<file path="config.mk">
export PLATFORM = sky130hd
export DESIGN_NAME = tfwm_match
export DESIGN_NICKNAME = d
export VERILOG_FILES = /design/src/rtl/tfwm_pkg.sv /design/src/rtl/tfwm_match.sv
export SDC_FILE = /design/constraint.sdc
export NUM_CORES = 1
export LEC_CHECK = 0
export CAP_MARGIN = 5
export CORE_ASPECT_RATIO = 1.4
export CORE_UTILIZATION = 65
export DETAILED_ROUTE_END_ITERATION = 10
export DONT_BUFFER_PORTS = 1
export GPL_TIMING_DRIVEN = 0
export PLACE_DENSITY_LB_ADDON = 0.3
export SYNTH_ARGS = -nofsm -noshare
export SYNTH_HDL_FRONTEND = slang
export SYNTH_SLANG_ARGS = --single-unit
</file>
<file path="constraint.sdc">
create_clock -name clk -period 10.74 [get_ports clk]
set_input_delay 1.611 -clock clk [delete_from_list [all_inputs] [get_ports clk]]
set_output_delay 1.611 -clock clk [all_outputs]
set_load 0.02 [all_outputs]
</file>
<file path="src/rtl/tfwm_pkg.sv">
// Topic filter matcher: shared types and constants.
// Character codes, item/window/step structs and register map.
// No dependencies.
package tfwm_pkg;

    localparam logic [7:0] CH_SLASH = 8'h2F;
    localparam logic [7:0] CH_HASH  = 8'h23;
    localparam logic [7:0] CH_PLUS  = 8'h2B;

    // APB register map: register i at byte address 4*i
    localparam int unsigned PADDR_W = 3;
    localparam logic [PADDR_W-1:2] REG_EXACT_ONLY = 1'b0;

    typedef struct packed {
        logic       mode;
        logic [7:0] char_code;
        logic       last;
    } item_t;

    // filter characters at pos, pos+1, pos+2
    typedef struct packed {
        logic [7:0] c0;
        logic [7:0] c1;
        logic [7:0] c2;
    } win_t;

    typedef struct packed {
        logic again;
        logic emit;
        logic matched;
    } step_t;

endpackage

</file>
<file path="src/rtl/tfwm_match.sv">
// Topic filter match engine: filter load pointer, length and per-name match state.
// One character step per fired cycle on the store window; drives store read/write.
// Depends on tfwm_pkg.
module tfwm_match #(
    parameter int unsigned MAX_FILTER_LEN = 256
) (
    input  logic                                  clk,
    input  logic                                  rst_n,
    input  logic                                  exact_only,
    input  logic                                  fire,
    input  tfwm_pkg::item_t                       item,
    input  tfwm_pkg::win_t                        window,
    output logic [$clog2(MAX_FILTER_LEN+1)-1:0]   rd_pos,
    output logic                                  wr_en,
    output logic [$clog2(MAX_FILTER_LEN+1)-1:0]   wr_pos,
    output logic [7:0]                            wr_char,
    output tfwm_pkg::step_t                       step
);
    import tfwm_pkg::*;

    localparam int unsigned LW = $clog2(MAX_FILTER_LEN + 1);
    localparam int unsigned EW = LW + 2;

    logic [LW-1:0] pos_reg, pos_next;
    logic [LW-1:0] len_reg, len_next;
    logic [LW-1:0] load_reg, load_next;
    logic          skip_reg, skip_next;
    logic          decided_reg, decided_next;
    logic          value_reg, value_next;

    logic          at_end, hit, tail_hash, tail_plus;
    logic [EW-1:0] pos_ext, len_ext;

    assign pos_ext = {2'b00, pos_reg};
    assign len_ext = {2'b00, len_reg};
    assign at_end  = (pos_reg >= len_reg);
    assign hit     = (window.c0 == item.char_code);
    // filter ends in "/#" right after this character, or in '+' right after it
    assign tail_hash = item.last && (pos_ext + EW'(3) == len_ext)
                       && (window.c1 == CH_SLASH) && (window.c2 == CH_HASH);
    assign tail_plus = item.last && (pos_ext + EW'(2) == len_ext)
                       && (window.c1 == CH_PLUS);

    always_comb
    begin
        pos_next     = pos_reg;
        len_next     = len_reg;
        load_next    = load_reg;
        skip_next    = skip_reg;
        decided_next = decided_reg;
        value_next   = value_reg;
        wr_en        = 1'b0;
        step         = '0;
        if (fire)
        begin
            if (!item.mode)
            begin
                // filter character: abandon any name in progress
                pos_next     = '0;
                skip_next    = 1'b0;
                decided_next = 1'b0;
                value_next   = 1'b0;
                if (load_reg < LW'(MAX_FILTER_LEN))
                begin
                    wr_en     = 1'b1;
                    load_next = load_reg + LW'(1);
                end
                if (item.last)
                begin
                    len_next  = load_next;
                    load_next = '0;
                end
            end
            else
            begin
                if (!decided_reg)
                begin
                    if (exact_only)
                    begin
                        if (at_end || !hit)
                        begin
                            decided_next = 1'b1;
                            value_next   = 1'b0;
                        end
                        else
                        begin
                            pos_next = pos_reg + LW'(1);
                        end
                    end
                    else if (skip_reg && item.char_code != CH_SLASH)
                    begin
                        // still inside a level taken by '+'
                        skip_next = 1'b1;
                    end
                    else
                    begin
                        skip_next = 1'b0;
                        if (at_end)
                        begin
                            decided_next = 1'b1;
                            value_next   = 1'b0;
                        end
                        else if (hit)
                        begin
                            if (tail_hash || tail_plus)
                            begin
                                decided_next = 1'b1;
                                value_next   = 1'b1;
                            end
                            else
                            begin
                                pos_next = pos_reg + LW'(1);
                            end
                        end
                        else if (window.c0 == CH_PLUS)
                        begin
                            pos_next = pos_reg + LW'(1);
                            if (item.char_code != CH_SLASH)
                            begin
                                skip_next = 1'b1;
                            end
                            else
                            begin
                                // empty level: retry '/' on the next filter char
                                step.again = 1'b1;
                            end
                        end
                        else
                        begin
                            decided_next = 1'b1;
                            value_next   = (window.c0 == CH_HASH);
                        end
                    end
                end
                if (item.last && !step.again)
                begin
                    step.emit    = 1'b1;
                    step.matched = decided_next ? value_next : (pos_next == len_reg);
                    pos_next     = '0;
                    skip_next    = 1'b0;
                    decided_next = 1'b0;
                    value_next   = 1'b0;
                end
            end
        end
    end

    assign rd_pos  = pos_next;
    assign wr_pos  = load_reg;
    assign wr_char = item.char_code;

    always_ff @(posedge clk or negedge rst_n)
    begin
        if (!rst_n)
        begin
            pos_reg     <= '0;
            len_reg     <= '0;
            load_reg    <= '0;
            skip_reg    <= 1'b0;
            decided_reg <= 1'b0;
            value_reg   <= 1'b0;
        end
        else
        begin
            pos_reg     <= pos_next;
            len_reg     <= len_next;
            load_reg    <= load_next;
            skip_reg    <= skip_next;
            decided_reg <= decided_next;
            value_reg   <= value_next;
        end
    end

endmodule

</file>
# Word-level counts from Yosys, hierarchy flattened
# Index checks and enable logic that the tools add are counted.
# op_classes
n_bitwise,1
muxes,62
n_reduce_logical,14
n_eq_ne,12
order_cmp,2
add_sub_neg,4
# op_table
op,n
9-bit two-way mux,15
1-bit two-way mux,44
8-bit by 6-bit == test with 1-bit output (second input constant),5
9-bit by 2-bit adder with 10-bit output (second input constant),2
10-bit by 9-bit == test with 1-bit output,2
9-bit by 1-bit adder with 9-bit output (second input constant),2
9-bit == test,1
9-bit greater-or-equal comparator,1
9-bit less-than comparator (second input constant),1
8-bit == test,1
8-bit by 6-bit inequality test with 1-bit output (second input constant),1
1-bit logical AND,7
3-bit two-way mux,2
3-bit by 2-bit inequality test with 1-bit output (second input constant),2
3-bit AND reduction,2
1-bit logical NOT,2
1-bit logical OR,2
2-bit two-way mux,1
2-bit AND reduction,1
1-bit inverter,1
# totals
in_bits,38
register_bits,30

# Logic depth before layout (Yosys ltp)
# Gate-level depths: netlist of the first run.
# depth
word_depth,19
mapped_depth,13
ltp_nobuf,11

# Least setup slack after synthesis of the first run
# No wires, ideal clock.
# synth_timing
kind,input-to-output
start,input item[5] (netlist bit)
end,output step[0] (netlist bit)
path_stages,10
slack_ps,4850
arrival_time_ps,4279
cell_sequence,xnor2_1 nand4_1 or3_2 a21oi_1 a21oi_4 and2b_1 buf_6 mux2i_1 or4b_1 o31ai_1
# synth_lines
element,line_no,text
"start, declared",tfwm_match.sv:11,"input tfwm_pkg::item_t item,"
"end, declared",tfwm_match.sv:17,output tfwm_pkg::step_t step

==> out/metrics.yaml, run 1 <==
grt_pass1_wl_mm: 18.0
viasPerCell: 6.93
ant_nets: 0
cp-end-kind: "output port"
cp_max_fo: 9
post_cts_resized: 0
critPathMaxStageDelay_ps: 730
crit_slowest_cell: "o31ai_1"
antenna_cells: 0
startpoint: "window[10]"
startpoint_type: "input pin"
synth_top_area_frac: 0.208
holdBufCountCts: 0
clk_latency_ps: 300
p_total_mw: 0.357
min_period_ps: 6380
synth_flop_cell: "dfrtp_1"
synth_fp_nets: 510
maxCapViolCount: 0
worst_pin_slew_ps: 1090
ios: 68
cp_cell_sequence: "nor4b_1 -> o2111ai_2 -> a2111oi_4 -> a21oi_4 -> and2b_1 -> buf_6 -> mux2i_1 -> or4b_1 -> o31ai_1"
cts-root-buf: "clkbuf_8"
die_w_microns: 65.0
async_flop_share: 1.00
hpwlAfterDp_mm: 8.74
fp.coreArea_sq_um: 5280
synth_cells: 458
place_ws_ps: 4460
p_leak_nw: 1.42
drt_pass1_iterations: 6
port_buffers: 0
antenna_found_initial: 0
die-area_sq_um: 5870
cp.arrival_ps: 4760
synth.area.mux_share: 0.0308
synth_compound_area_frac: 0.275
fill_cells: 458
dr.first_iter.drc_count: 325
drive_gt1_frac: 0.127
multiInputGateArea_sq_um: 2560
grt_max_degree: 31
yosys-top-cells-area: "dfrtp_1 21%, xnor2_1 6.1%, nand2_1 4.9%"
power.density_nw_per_um2: 93.6
finClkSkew_ps: 10.1
grt-ovfl-total: 0
timing.rr.start: "pos_reg[0]$_DFF_PN0_"
vias: 3689
hold_violations: 0
gp_congestion: 1.01
setup_viol: 0
synth_xor_area_frac: 0.0886
num_rows: 31
area_delta_synth_final_pct: 5.43
wire_per_inst_microns: 21.3
fin_crit_sh: 0.594
placed_area_sq_um: 3700
ys_seq_area_frac: 0.208
htree_levels: 2
slew_viol_final: 0
cts_setup_buffers: 0
synthSimpleGateAreaFrac: 0.266
required_ps: 9130
yosysUniqueCellTypes: 78
drcViolationCount: 0
layout_setup_ws_ps: 4360
cts_buffer_depth: 2
tritoncts: "done"
synth_top_area_cell: "dfrtp_1"
synth-seq-cells: 30
synth-edff-count: 0
max-vdd-ir-drop_mv: 0.0905
cts_sinks: 30
r2r_setup_slack_ps: 6270
cts_made_buffers: 5
synth_area_sq_um: 3620
clkTransAtPathRegs_ps: 80
initial_core_util: 0.685
nets: 517
grt_pass1_vias: 3693
worstHoldPathType: "register to register"
routed_wl_mm: 11.3
seqCellArea_sq_um: 751
yosys_warnings: 0
slew_headroom: 0.262
hp-start: "value_reg$_DFFE_PN0P_"
synth_fa_ha_area_frac: 0.0484
yosys-top-cells-count: "47 x nand2_1, 36 x nor2_1, 33 x o21ai_0"
chipHeight_microns: 90.3
finalSetupTns_ps: 0
postLayoutCellArea_sq_um: 3810
grt_usage: 0.400
path_class: "input pin to output port"
fmax_mhz: 157
rsz0062_at_grt: "false"
status: "finished, final reports clean"
synth_top_family_by_area: "compound AO/OA/AOI/OAI gates"
synth.most_common_cell: "nand2_1"
postSynthAreaPerCell_sq_um: 7.90
## logic make-up (layout without fill, tap and decap cells)
group                      count (synthesis)  count (layout)
AOI/OAI and AO/OA                        135             135
xor gates and xnor gates                  34              34
and+or+nand+nor                          180             180
buffers and inverters                     54              62
DFF                                       30              30
muxes                                     11              11
adders and majority gates                 14              14
## placed cells by master, fill, tap and decap left out, types with 4 or more instances in the layout
cell type   n
o211ai_1    8
o221ai_1    4
mux2i_1    10
or2_2       5
inv_1      19
nand2_1    47
buf_2       5
a31oi_1     5
nand2b_1    7
or3_1       4
xor2_1      6
o31ai_1     9
a2111oi_0   4
xnor2_1    25
dfrtp_1    30
buf_4      13
nand3_1    15
clkbuf_1   11
nor2_1     36
nor4b_1     4
clkbuf_8    8
nand4_1    11
a21oi_1    22
o2111ai_1   5
nor3_1      8
and3_1      6
nor2b_1     9
o21ai_0    33
ha_1       14
## metrics by stage
stage,utilization,cells,hold slack (ps)
global placement,0.701,524,474
detailed placement,0.701,524,481
CTS,0.723,532,499
floorplan,-,458,455
global route,0.723,532,529
finish,0.723,532,495
## metal layers
| metal | part of all wire | track usage |
|---|---|---|
| met2 | 0.49 | 0.682 |
| met3 | 0.087 | 0.0997 |
| met4 | 0.064 | 0.239 |
| met1 | 0.36 | 0.436 |
| met5 | 0 | 0 |
## worst max-delay path: cells and delay by family
family / cells / cell delay (ps)
compound gates: 4 / 1530
mux: 1 / 150
buf+inv: 1 / 140
simple gates: 3 / 1310
## where the power goes
part | internal [mW] | switching, mW | leakage (nW)
sequential | 0.119 | 0.0109 | 0.406
clock | 0.0690 | 0.0509 | 0.0504
combinational | 0.0416 | 0.0654 | 0.959
total | 0.230 | 0.127 | 1.42
## final timing paths
check	cells past startpoint	end
worst max-delay path	9	step[0]
worst min-delay path	1	value_reg$_DFFE_PN0P_
worst max register to register	11	pos_reg[8]$_DFF_PN0_
worst min register to register	1	value_reg$_DFFE_PN0P_
max in group asynchronous	0	pos_reg[2]$_DFF_PN0_
min in group asynchronous	0	value_reg$_DFFE_PN0P_
## cell type report
cell class / instances / area share
plain buffers: 34 / 0.0597
clock buffers: 5 / 0.0181
clock inverters: 3 / 0.0118
inverters: 20 / 0.0197
multi-input cells: 374 / 0.672
flip-flops and latches: 30 / 0.197
well taps: 66 / 0.0217
No activity file was read; power rests on OpenSTA's default activity.
==> run 2: changes to the inputs <==
clock period = 6.6 ns   (was 10.74 ns; I/O delays follow)
==> out/metrics.yaml, run 2 (synthesis gave the netlist of run 1 again) <==
status: "finished, final reports clean"
die_w_microns: 65.0  # unchanged
min_period_ps: 5610
slew_viol_final: 0  # unchanged
holdBufCountCts: 0  # unchanged
chipHeight_microns: 90.3  # unchanged
cts_sinks: 30  # unchanged
timing.rr.start: "len_reg[5]$_DFFE_PN0P_"
crit_family: "compound AO/OA/AOI/OAI gates"
required_ps: 5610  # -3520 ps
die-area_sq_um: 5870  # unchanged
area_delta_synth_final_pct: 5.43  # unchanged
slew_headroom: 0.262  # -0.000272
tritoncts: "done"
drcViolationCount: 0  # unchanged
fp.coreArea_sq_um: 5280  # unchanged
final_util: 0.723  # unchanged
layout_setup_ws_ps: 989  # -3380 ps
cp_max_fo: 9  # unchanged
cp.arrival_ps: 4620  # -140 ps
htree_levels: 2  # unchanged
drive_gt1_frac: 0.127  # unchanged
p_total_mw: 0.583  # +63%
place_ws_ps: 1430  # -3030 ps
wire_per_inst_microns: 21.3  # about the same
finClkSkew_ps: 11.8  # +1.74 ps
cts_buffer_depth: 2  # unchanged
post_cts_resized: 0  # unchanged
worst_pin_slew_ps: 1090  # +0.403 ps
crit_slowest_cell: "o31ai_1"
clkTransAtPathRegs_ps: 80  # about the same
hpwlAfterDp_mm: 8.74  # unchanged
nets: 517  # unchanged
gp_congestion: 1.01  # unchanged
power.density_nw_per_um2: 153  # +63%
p_leak_nw: 1.42  # unchanged
cts_made_buffers: 5  # unchanged
grt_usage: 0.401  # +0.000779
dr.first_iter.drc_count: 315  # -3.1%
critPathMaxStageDelay_ps: 730  # about the same
max-vdd-ir-drop_mv: 0.149  # +65%
maxCapViolCount: 0  # unchanged
setup_viol: 0  # unchanged
clk_latency_ps: 300  # about the same
num_rows: 31  # unchanged
grt-ovfl-total: 0  # unchanged
ios: 68  # unchanged
fmax_mhz: 178
cts_setup_buffers: 0  # unchanged
worst-path-buf-inv: 2  # +1
initial_core_util: 0.685  # unchanged
vias: 3713  # +0.65%
grt_pass1_wl_mm: 18.0  # +0.12%
cp-end-kind: "output port"
routed_wl_mm: 11.3  # about the same
viasPerCell: 6.98  # +0.65%
antenna_cells: 0  # unchanged
cp_cell_sequence: "inv_1 -> ha_1 -> xnor2_1 -> nor4b_1 -> o2111ai_2 -> a2111oi_4 -> a21oi_4 -> and2b_1 -> buf_6 -> mux2i_1 -> or4b_1 -> o31ai_1"
layout_commonest_cell: "nand2_1"
most-common-layout-cells: "47 x nand2_1, 36 x nor2_1, 33 x o21ai_0"
ant_nets: 0  # unchanged
rsz0062_at_grt: "false"
hold_violations: 0  # unchanged
finalSetupTns_ps: 0  # unchanged
port_buffers: 0  # unchanged
worstHoldPathType: "input pin to async pin"
cts-root-buf: "clkbuf_8"
startpoint: "pos_reg[1]$_DFF_PN0_"
antenna_found_initial: 0  # unchanged
startpoint_type: "register"
fin_crit_sh: 0.850
grt_max_degree: 31  # unchanged
grt_pass1_vias: 3674  # -0.51%
drt_pass1_iterations: 6  # unchanged
path_class: "register to output port"
## run 2: cell counts in the layout (fill, tap and decap cells not counted)
No cell type changed its count.
## run 2: where the power goes
group	internal, mW	switching [mW]	total (mW)
Clock	0.112	0.0844	0.197
Sequential	0.194	0.0179	0.212
Combinational	0.0676	0.107	0.174
## run 2: routing by layer
| metal | vias up | global-route usage | wire length (microns) |
|---|---|---|---|
| li1 | 1709 | - | - |
| met1 | 1722 | 0.443 | 4130 |
| met2 | 228 | 0.681 | 5550 |
| met3 | 54 | 0.0972 | 934 |
| met4 | 0 | 0.234 | 702 |
| met5 | - | 0 | 0 |
## run 2: final timing paths
kind,endpoint,slack (ps),cells past startpoint
worst max-delay path,step[0],990,12
worst min-delay path,wr_pos[5]$_DFFE_PN0P_,380,0
worst max register to register,pos_reg[8]$_DFF_PN0_,2100,10
worst min register to register,value_reg$_DFFE_PN0P_,490,1
max in group asynchronous,wr_pos[6]$_DFFE_PN0P_,6130,0
min in group clk,value_reg$_DFFE_PN0P_,490,1
## run 2: area by class of cell
cell class	instances	area, sq um
Fill cell	458	1460
Inverter	20	75.1
Tap cell	66	82.6
Clock inverter	3	45.0
Sequential cell	30	751
Clock buffer	5	68.8
Buffer	34	228
Multi-Input combinational cell	374	2560
## run 2: per-stage QoR
stage	area (sq um)	cells	hold WS [ps]
final	3810	532	378
after global routing	3810	532	373
after CTS	3810	532	374
after detailed placement	3700	524	481
after global placement	3700	524	474
after floorplan	3620	458	455
## run 2: worst register-to-register path, cell delays in order (launching register included)
cell,delay [ps]
dfrtp_1,480
inv_1,160
ha_1,300
and3_1,190
and3_1,190
a211oi_2,530
nor2_1,310
o41ai_1,580
and2b_1,420
nand2b_1,160
o41ai_1,960
==> run 3: changes to the inputs <==
==> constraint.sdc (replaced) <==
create_clock -name clk -period 6.6 [get_ports clk]
set_input_delay 0.66 -clock clk [delete_from_list [all_inputs] [get_ports clk]]
set_output_delay 0.66 -clock clk [all_outputs]
set_load 0.005 [all_outputs]
==> out/metrics.yaml, run 3 (synthesis gave the netlist of run 1 again) <==
status: "finished, final reports clean"
critPathMaxStageDelay_ps: 570  # -160 ps
viasPerCell: 6.99  # +0.11%
grt_usage: 0.401  # unchanged
area_delta_synth_final_pct: 5.43  # unchanged
cts_setup_buffers: 0  # unchanged
cts_made_buffers: 5  # unchanged
maxCapViolCount: 0  # unchanged
rsz0062_at_grt: "false"
dr.first_iter.drc_count: 328  # +4.1%
ff2ff_path_depth: 11  # +1
worstHoldPathType: "input pin to async pin"
postLayoutCellArea_sq_um: 3810  # unchanged
slew_viol_final: 0  # unchanged
die_w_microns: 65.0  # unchanged
grt-ovfl-total: 0  # unchanged
port_buffers: 0  # unchanged
reg2reg_to: "pos_reg[8]$_DFF_PN0_"
tritoncts: "done"
clkTransAtPathRegs_ps: 80  # about the same
initial_core_util: 0.685  # unchanged
path_class: "register to output port"
cp-end-kind: "output port"
antenna_found_initial: 0  # unchanged
p_total_mw: 0.575  # -1.3%
grt_pass1_wl_mm: 18.0  # unchanged
max-vdd-ir-drop_mv: 0.147  # -1.4%
required_ps: 5940  # +330 ps
power.density_nw_per_um2: 151  # -1.3%
cts_buffer_depth: 2  # unchanged
cts-root-buf: "clkbuf_8"
post_cts_resized: 0  # unchanged
r2r_setup_slack_ps: 2530  # +430 ps
drcViolationCount: 0  # unchanged
die-area_sq_um: 5870  # unchanged
ant_nets: 0  # unchanged
grt_pass1_vias: 3672  # -0.054%
drive_gt1_frac: 0.127  # unchanged
num_rows: 31  # unchanged
worst-path-buf-inv: 2  # unchanged
htree_levels: 2  # unchanged
timing.rr.start: "pos_reg[0]$_DFF_PN0_"
placed_area_sq_um: 3700  # unchanged
fp.coreArea_sq_um: 5280  # unchanged
startpoint_type: "register"
fmax_mhz: 201  # +13%
holdBufCountCts: 0  # unchanged
most-common-layout-cells: "47 x nand2_1, 36 x nor2_1, 33 x o21ai_0"
nets: 517  # unchanged
finClkSkew_ps: 12.0  # +0.171 ps
hold_violations: 0  # unchanged
cp_max_fo: 9  # unchanged
layout_commonest_cell: "nand2_1"
crit_family: "simple AND/OR/NAND/NOR gates"
fin_crit_sh: 0.753  # -0.0976
instances_no_fill: 532  # unchanged
cp.arrival_ps: 4310  # -310 ps
cp_cell_sequence: "inv_1 -> ha_1 -> xnor2_1 -> nor4b_1 -> o2111ai_2 -> a2111oi_4 -> a21oi_4 -> and2b_1 -> buf_6 -> mux2i_1 -> or4b_1 -> o31ai_1"
finalSetupTns_ps: 0  # unchanged
gp_congestion: 1.01  # unchanged
p_leak_nw: 1.42  # unchanged
placedCellCount: 524  # unchanged
chipHeight_microns: 90.3  # unchanged
vias: 3717  # +0.11%
routed_wl_mm: 11.4  # +0.59%
hold_ws_ps: 48.8  # -329 ps
ios: 68  # unchanged
wire_per_inst_microns: 21.4  # +0.59%
cts_sinks: 30  # unchanged
hpwlAfterDp_mm: 8.74  # unchanged
setup_viol: 0  # unchanged
drt_pass1_iterations: 5  # -1
worst_pin_slew_ps: 708  # -385 ps
crit_slowest_cell: "or4b_1"
antenna_cells: 0  # unchanged
grt_max_degree: 31  # unchanged
clk_latency_ps: 300  # about the same
min_period_ps: 4970  # -644 ps
slew_headroom: 0.524  # +0.263
-- run 3: cell counts in the layout (fill, tap and decap cells not counted) --
No cell type changed its count.
-- run 3: layout make-up --
type | count | area (sq um)
Inverter | 20 | 75.1
Multi-Input combinational cell | 374 | 2560
Tap cell | 66 | 82.6
Buffer | 34 | 228
Fill cell | 458 | 1460
Clock inverter | 3 | 45.0
Clock buffer | 5 | 68.8
Sequential cell | 30 | 751
-- run 3: power by group --
group	internal, mW	switching [mW]
clock network	0.112	0.0842
logic	0.0674	0.103
registers	0.194	0.0147
-- run 3: worst max-delay path by stage --
stage	from	to	slack (ps)	cells after the start
6_report	pos_reg[1]$_DFF_PN0_	step[0]	1630	12
5_1_grt	pos_reg[0]$_DFF_PN0_	step[0]	1390	12
4_1_cts	pos_reg[1]$_DFF_PN0_	step[0]	1740	12
3_5_place_dp	pos_reg[1]$_DFF_PN0_	step[0]	2080	12
3_3_place_gp	pos_reg[1]$_DFF_PN0_	step[0]	2130	12
2_1_floorplan	pos_reg[1]$_DFF_PN0_	step[0]	2740	12
-- run 3: metal layers --
layer  up-vias  routed length, microns  track usage  share of wire
met4         0                     737        0.230          0.065
met5         -                       0            0              0
met3        59                     982       0.0972          0.086
met2       245                    5540        0.682           0.49
met1      1707                    4130        0.444           0.36
li1       1706                       -            -              -
-- run 3: worst reg2reg max path, stage by stage (launching register included) --
cell      delay (ps)
dfrtp_1          350
buf_2            240
inv_1             90
ha_1             340
nor2b_1          110
o21ai_0          210
a211oi_2         560
nor2_1           310
o41ai_1          570
and2b_1          410
nand2b_1         160
o41ai_1          530
-- run 3: through the flow --
step	utilization	worst slack [ps]
final	0.723	1630
after global routing	0.723	1390
after floorplan	-	2740
after CTS	0.723	1740
after detailed placement	0.701	2080
after global placement	0.701	2130
